**src/rtl/qgks_pkg.sv**
```systemverilog
package qgks_pkg;

	localparam int NVAR_DEF = 16;

	localparam logic [1:0] FUNC_LOAD_COEF  = 2'd0;
	localparam logic [1:0] FUNC_LOAD_STATE = 2'd1;
	localparam logic [1:0] FUNC_STEP       = 2'd2;

	typedef struct packed {
		logic [1:0] func;
		logic       map_sel;
		logic [3:0] poly_index;
		logic [7:0] term_index;
		logic [3:0] var_index;
		logic [3:0] nibble;
	} req_t;

	typedef struct packed {
		logic [3:0] keystream_nibble;
		logic       last;
	} rsp_t;

	typedef struct packed {
		logic load;
		logic start;
		logic step;
		logic row_next;
		logic emit;
		logic last;
		logic commit;
	} cmd_t;

	typedef struct packed {
		logic out_free;
	} stat_t;

	// gf(16) product modulo x^4+x+1
	function automatic logic [3:0] gf16_mul(input logic [3:0] a, input logic [3:0] b);
		logic [3:0] acc;
		logic [3:0] x;
		acc = 4'h0;
		x = a;
		for (int i = 0; i < 4; i++) begin
			if (b[i]) begin
				acc = acc ^ x;
			end
			x = x[3] ? ({x[2:0], 1'b0} ^ 4'h3) : {x[2:0], 1'b0};
		end
		return acc;
	endfunction

endpackage

```
**src/rtl/qgks_ctrl.sv**
```systemverilog
module qgks_ctrl #(
	parameter int NVAR = qgks_pkg::NVAR_DEF
) (
	input  logic                 clk,
	input  logic                 arst_n,
	input  logic                 req_valid,
	input  qgks_pkg::req_t       req,
	output logic                 req_stall,
	input  qgks_pkg::stat_t      stat,
	output qgks_pkg::cmd_t       cmd,
	output logic [$clog2(NVAR*(NVAR+1)/2)-1:0] addr
);

	localparam int TERMS = NVAR * (NVAR + 1) / 2;
	localparam int AW = $clog2(TERMS);
	localparam int VW = $clog2(NVAR);

	localparam logic [2:0] ST_IDLE   = 3'd0;
	localparam logic [2:0] ST_RUN    = 3'd1;
	localparam logic [2:0] ST_DRAIN  = 3'd2;
	localparam logic [2:0] ST_EMIT   = 3'd3;
	localparam logic [2:0] ST_COMMIT = 3'd4;

	logic [2:0]    state_q, state_n;
	logic [AW-1:0] t_q;
	logic [VW-1:0] j_q, l_q, k_q;
	logic          row_end, is_step;

	assign req_stall = (state_q != ST_IDLE);
	assign is_step   = req_valid && (req.func == qgks_pkg::FUNC_STEP);
	assign row_end   = (l_q == VW'(NVAR - 1));
	assign addr      = t_q;

	always_comb begin
		cmd = '0;
		state_n = state_q;
		case (state_q)
			ST_IDLE: begin
				cmd.load = req_valid;
				if (is_step) begin
					cmd.start = 1'b1;
					state_n = ST_RUN;
				end
			end
			ST_RUN: begin
				cmd.step = 1'b1;
				cmd.row_next = row_end;
				if (t_q == AW'(TERMS - 1)) begin
					state_n = ST_DRAIN;
				end
			end
			ST_DRAIN: begin
				state_n = ST_EMIT;
			end
			ST_EMIT: begin
				if (stat.out_free) begin
					cmd.emit = 1'b1;
					cmd.last = (k_q == VW'(NVAR - 1));
					if (cmd.last) begin
						state_n = ST_COMMIT;
					end
				end
			end
			ST_COMMIT: begin
				cmd.commit = 1'b1;
				state_n = ST_IDLE;
			end
			default: begin
				state_n = ST_IDLE;
			end
		endcase
	end

	always_ff @(posedge clk or negedge arst_n) begin
		if (!arst_n) begin
			state_q <= ST_IDLE;
			t_q <= '0;
			j_q <= '0;
			l_q <= '0;
			k_q <= '0;
		end else begin
			state_q <= state_n;
			if (cmd.start) begin
				t_q <= '0;
				j_q <= '0;
				l_q <= '0;
				k_q <= '0;
			end
			if (cmd.step) begin
				t_q <= t_q + AW'(1);
				if (row_end) begin
					j_q <= j_q + VW'(1);
					l_q <= j_q + VW'(1);
				end else begin
					l_q <= l_q + VW'(1);
				end
			end
			if (cmd.emit) begin
				k_q <= k_q + VW'(1);
			end
		end
	end

endmodule

```
**config.mk**
```make
export PLATFORM = sky130hd
export DESIGN_NAME = qgks_ctrl
export DESIGN_NICKNAME = d
export VERILOG_FILES = /design/src/rtl/qgks_pkg.sv /design/src/rtl/qgks_ctrl.sv
export SDC_FILE = /design/constraint.sdc
export NUM_CORES = 1
export LEC_CHECK = 0
export ABC_AREA = 1
export BUFFER_PORTS_ARGS = -buffer_cell sky130_fd_sc_hd__buf_2
export CELL_PAD_IN_SITES_DETAIL_PLACEMENT = 0
export CELL_PAD_IN_SITES_GLOBAL_PLACEMENT = 1
export CORE_MARGIN = 5
export CORE_UTILIZATION = 33
export CTS_BUF_LIST = sky130_fd_sc_hd__clkbuf_2 sky130_fd_sc_hd__clkbuf_4 sky130_fd_sc_hd__clkbuf_8
export DETAILED_ROUTE_END_ITERATION = 10
export PLACE_DENSITY = 0.76
export SKIP_CTS_REPAIR_TIMING = 1
export SLEW_MARGIN = 20
export SYNTH_ARGS = -nofsm -noshare
export SYNTH_HDL_FRONTEND = slang
export SYNTH_SLANG_ARGS = --single-unit
```
**constraint.sdc**
```tcl
create_clock -name clk -period 1.1 [get_ports clk]
set_input_delay 0.055 -clock clk [delete_from_list [all_inputs] [get_ports clk]]
set_output_delay 0.055 -clock clk [all_outputs]
set_load 0.02 [all_outputs]
```
# [Word-level counts from Yosys, hierarchy flattened]
# Index checks and enable logic that the tools add are counted.
[totals] regBits=23 input_bits=27 output_inout_bits=16 wordCells=47
[classes] add_sub_neg=4 eq_ne=12 muxes=20 n_reduce_logical=6
[ops] operator="4-bit two-way mux" count=7
[ops] operator="8-bit two-way mux" count=2
[ops] operator="4-bit by 1-bit adder with 4-bit output (second input constant)" count=3
[ops] operator="3-bit two-way mux" count=4
[ops] operator="3-bit case mux with 4 select lines" count=1
[ops] operator="8-bit by 1-bit adder with 8-bit output (second input constant)" count=1
[ops] operator="4-bit == test (second input constant)" count=2
[ops] operator="8-bit == test (second input constant)" count=1
[ops] operator="2-bit two-way mux" count=4
[ops] operator="2-bit inequality test (second input constant)" count=4
[ops] operator="3-bit by 2-bit == test with 1-bit output (second input constant)" count=2
[ops] operator="4-bit AND reduction" count=1
[ops] operator="2-bit nonzero test" count=2
[ops] operator="3-bit by 1-bit == test with 1-bit output (second input constant)" count=1
[ops] operator="3-bit == test (second input constant)" count=1
[ops] operator="3-bit logical NOT" count=1
[ops] operator="3-bit nonzero test" count=1
[ops] operator="2-bit == test (second input constant)" count=1
[ops] operator="1-bit two-way mux" count=2
[ops] operator="1-bit logical AND" count=1

# [Depth between registers and ports, before layout]
[depth] word_depth=7 depth_mapped=8 depth_no_buf=8

# [Worst setup path after synthesis]
# No wires, ideal clock.
[synth_timing] path_kind="reg-to-reg" start="register l_q[0]" end="register l_q[3]" setup_ns=0.070 t_arrival_ns=1.392 t_required_ns=1.030 path_slack_ns=-0.362 stages_incl_launch_ff=8 path_buffers=0 period_less_slack_ns=1.462 cell_sequence="dfrtp_1 -> ha_1 -> nand2_1 -> nor2_1 -> inv_1 -> nor2_1 -> nand3_1 -> nand3_1"
[synth_between] elab_chain_len=3 elab_cells_between_ends=4 classes_between="add/sub: 1; eq/ne: 1; mux: 2"
[synth_rtl] element="from (decl)" line_no="qgks_ctrl.sv:26" rtl="logic [VW-1:0] j_q, l_q, k_q;"
[synth_rtl] element="from (signal assigned)" line_no="qgks_ctrl.sv:93" rtl="l_q <= j_q + VW'(1);"
[synth_rtl] element="from (signal assigned)" line_no="qgks_ctrl.sv:95" rtl="l_q <= l_q + VW'(1);"
[synth_rtl] element="4-bit by 1-bit adder with 4-bit output / 4-bit == test (equally long branches)" line_no="qgks_ctrl.sv:95, qgks_ctrl.sv:31"
[synth_rtl] element="4-bit two-way mux *" line_no="qgks_ctrl.sv:91" rtl="if (row_end) begin"
[synth_rtl] element="4-bit two-way mux *" line_no="qgks_ctrl.sv:89" rtl="if (cmd.step) begin"
# Every way passes the cells marked *; elsewhere a longest branch is shown, timed or not.
# A chain may end at the register's enable or synchronous reset.

==> metrics.txt <==
status=finished with violations; failing checks=negative setup slack; crit-path max cell delay=0.48 ns; final setup fails=31; DRC Markers=0; clk_skew=0.00180 ns; Longest Clk Path Bufs=2; DP Wirelength=2.39 mm; worst r2r src=state_q[0]; CP Buf/Inv Count=3; syn_nets=198; Clk pwr share=10.0%; H-tree depth=1; RSZ-0062 raised after global routing=yes; Root Buffer=clkbuf_8; Final min period=1.51 ns; PortBufs=21; Post-synth EDFFs=0; hold path start=stat; WL final=3.65 mm; vias per cell=4.83; vias in the first global route=1233; first-pass GRT wire length=5.35 mm; sequential cell area fraction in the yosys report=44.6%; DP Area=0.00171 mm2; synthesized cell area=0.00129 mm2; Nets=267; Top Ports=43; Psw=2.43 mW; Synth area leaders=dfrtp_1, nand3_1, nand2_1, inv_1, nor2_1; Critical-path top delay cell=dfrtp_2; # fillers=340; drt first pass iters=4; WHS Path Cells=5; leading area contributor after synthesis=dfrtp_1; actual slew at the worst max-slew pin=0.573 ns; Final Cell Area=0.00216 mm2; sw frac=43.0%; Main synth FF type=dfrtp_1; aggregate global routing overflow=0; Final WS setup=-0.410 ns; clock buffer count from CTS=3; die area=0.00526 mm2; cell-internal power=3.21 mW; R2R depth=7; Tightest Hold Check Type=in -> reg; Peak VDD IR=1.02 mV; Worst Path Required=1.04 ns; fraction of layout cells with a size suffix above 1=53.6%; Final Wtd Congestion=0.831; CTS tree=yes; Yosys reg bits=23; synth cell count leaders=nand2_1, nand3_1, dfrtp_1, inv_1, nor2_1; core area=0.00372 mm2; Area Growth Syn to Fin=67.3%; Syn Area/Cell=7.72 um2; CTS Sinks=23; critical path launch point type=flop; crit-path cells=buf_6, nand3_4, clkinv_4, nand2_2, nand2_2, nor2_4, buf_6; most frequent cell after synthesis=nand2_1; Final ANT Viol Nets=0; Worst setup startpoint=state_q[0]; Clock Latency Late Sink=0.27 ns; critical setup path kind=reg -> out; Max FO, Critical Path=5; Core Rows=22; die height=72.5 um; Power Dens Cells=2610 mW/mm2; async set-reset flop share out of synthesis=100%; Yosys warning count=0; overall global routing resource usage=12.7%; Placed Cells=262; via count=1367; Fmax=662 MHz; Distinct cells, synth=21; pin count of the biggest net entering global routing=24; Seq pwr share=26.3%; fin. max-slew vios=0; crit end category=primary output; Levels on crit path=7; Yosys top cell area share=44.6%; Cells after Synth=167; combinational power share=63.8%; Final Cycle Share=137%; post-route insts no fill=283; ant diodes=0; die width=72.5 um; initial antenna violation count=0; CTS clk-pin slew, worst paths=0.08 ns; Lkg Pwr=1.05 nW; Initial Util=34.7%; MaxCap Viol Count=0; initial DRC count=28; Critical Path AT=1.45 ns; final hold violation count=0; critical path's top delay family=flip-flops; relative slew slack=61.8%; Avg WL per Cell=12.9 um
tightest hold or removal path, cell delays in order:
cell and delay (ns):
buf_2 0.11, inv_1 0.10, nor2_4 0.06, nand2_1 0.04, o21ai_0 0.06
cell families after synthesis:
family                     synth area share [%]
xor gates and xnor gates                   1.36
buffers and inverters                      8.24
and+or+nand+nor                            35.3
adders and majority gates                  3.88
DFF                                        44.6
AOI/OAI and AO/OA                          6.59
registers in the layout (all words and copies together), names as in the netlist:
signal / flops
addr: 8
j_q: 4
k_q: 4
l_q: 4
state_q: 3
placed cells by master (no fill, tap or decap), types with 3 or more instances in the layout:
cell type	count
nand3_1	17
buf_4	30
nand2_2	6
o21ai_0	5
nand2_1	30
dfrtp_2	3
buf_2	13
nor2_4	5
buf_6	21
inv_2	4
nor2_2	8
nor2_1	5
o21ai_1	3
o21ai_2	3
inv_1	16
dfrtp_1	20
nand3_2	16
clkbuf_8	3
nand4_1	4
worst paths after layout:
path	to	slack, ns
min reg2reg	j_q[3]	0.57
min	k_q[0]	0.20
max	cmd[1]	-0.41
max in group asynchronous	state_q[0]	0.38
max reg2reg	k_q[1]	-0.36
min in group asynchronous	state_q[2]	0.31
metal layers:
metal	wire [um]	vias up	GRT usage, %
met5	0	-	0
met4	44	0	6.15
met1	1600	652	15.7
met2	1860	25	21.1
met3	146	4	2.49
li1	-	686	-
final cells by class:
type | count | area, um2 | share of cell area (%)
Timing Repair Buffer | 67 | 572 | 26.5
Inverter | 21 | 83.8 | 3.88
Tap cell | 48 | 60.1 | 2.78
Multi-Input combinational cell | 120 | 815 | 37.7
Clock buffer | 4 | 48.8 | 2.26
Sequential cell | 23 | 579 | 26.8
power groups by stage:
stage	sequential [mW]	clock [mW]	combinational, mW
floorplan	1.63	0	1.35
global placement	1.43	0	2.51
detailed placement	1.46	0	2.58
CTS	1.44	0.587	2.59
global route	1.52	0.608	3.92
finish	1.48	0.563	3.60
metrics by stage:
stage / utilization, % / setup slack, ns / hold slack [ns] / TNS [ns] / power (mW)
6_report: 58.1 / -0.410 / 0.200 / -8.44 / 5.64
5_1_grt: 58.1 / -0.489 / 0.216 / -10.35 / 6.04
4_1_cts: 47.2 / -0.456 / -0.225 / -5.89 / 4.61
3_5_place_dp: 45.9 / -0.199 / 0.0729 / -3.36 / 4.04
3_3_place_gp: 45.9 / -0.148 / 0.0694 / -2.54 / 3.94
2_1_floorplan: - / -0.116 / -0.241 / -2.10 / 2.98
Note: power is estimated with default switching activity, not from simulation.
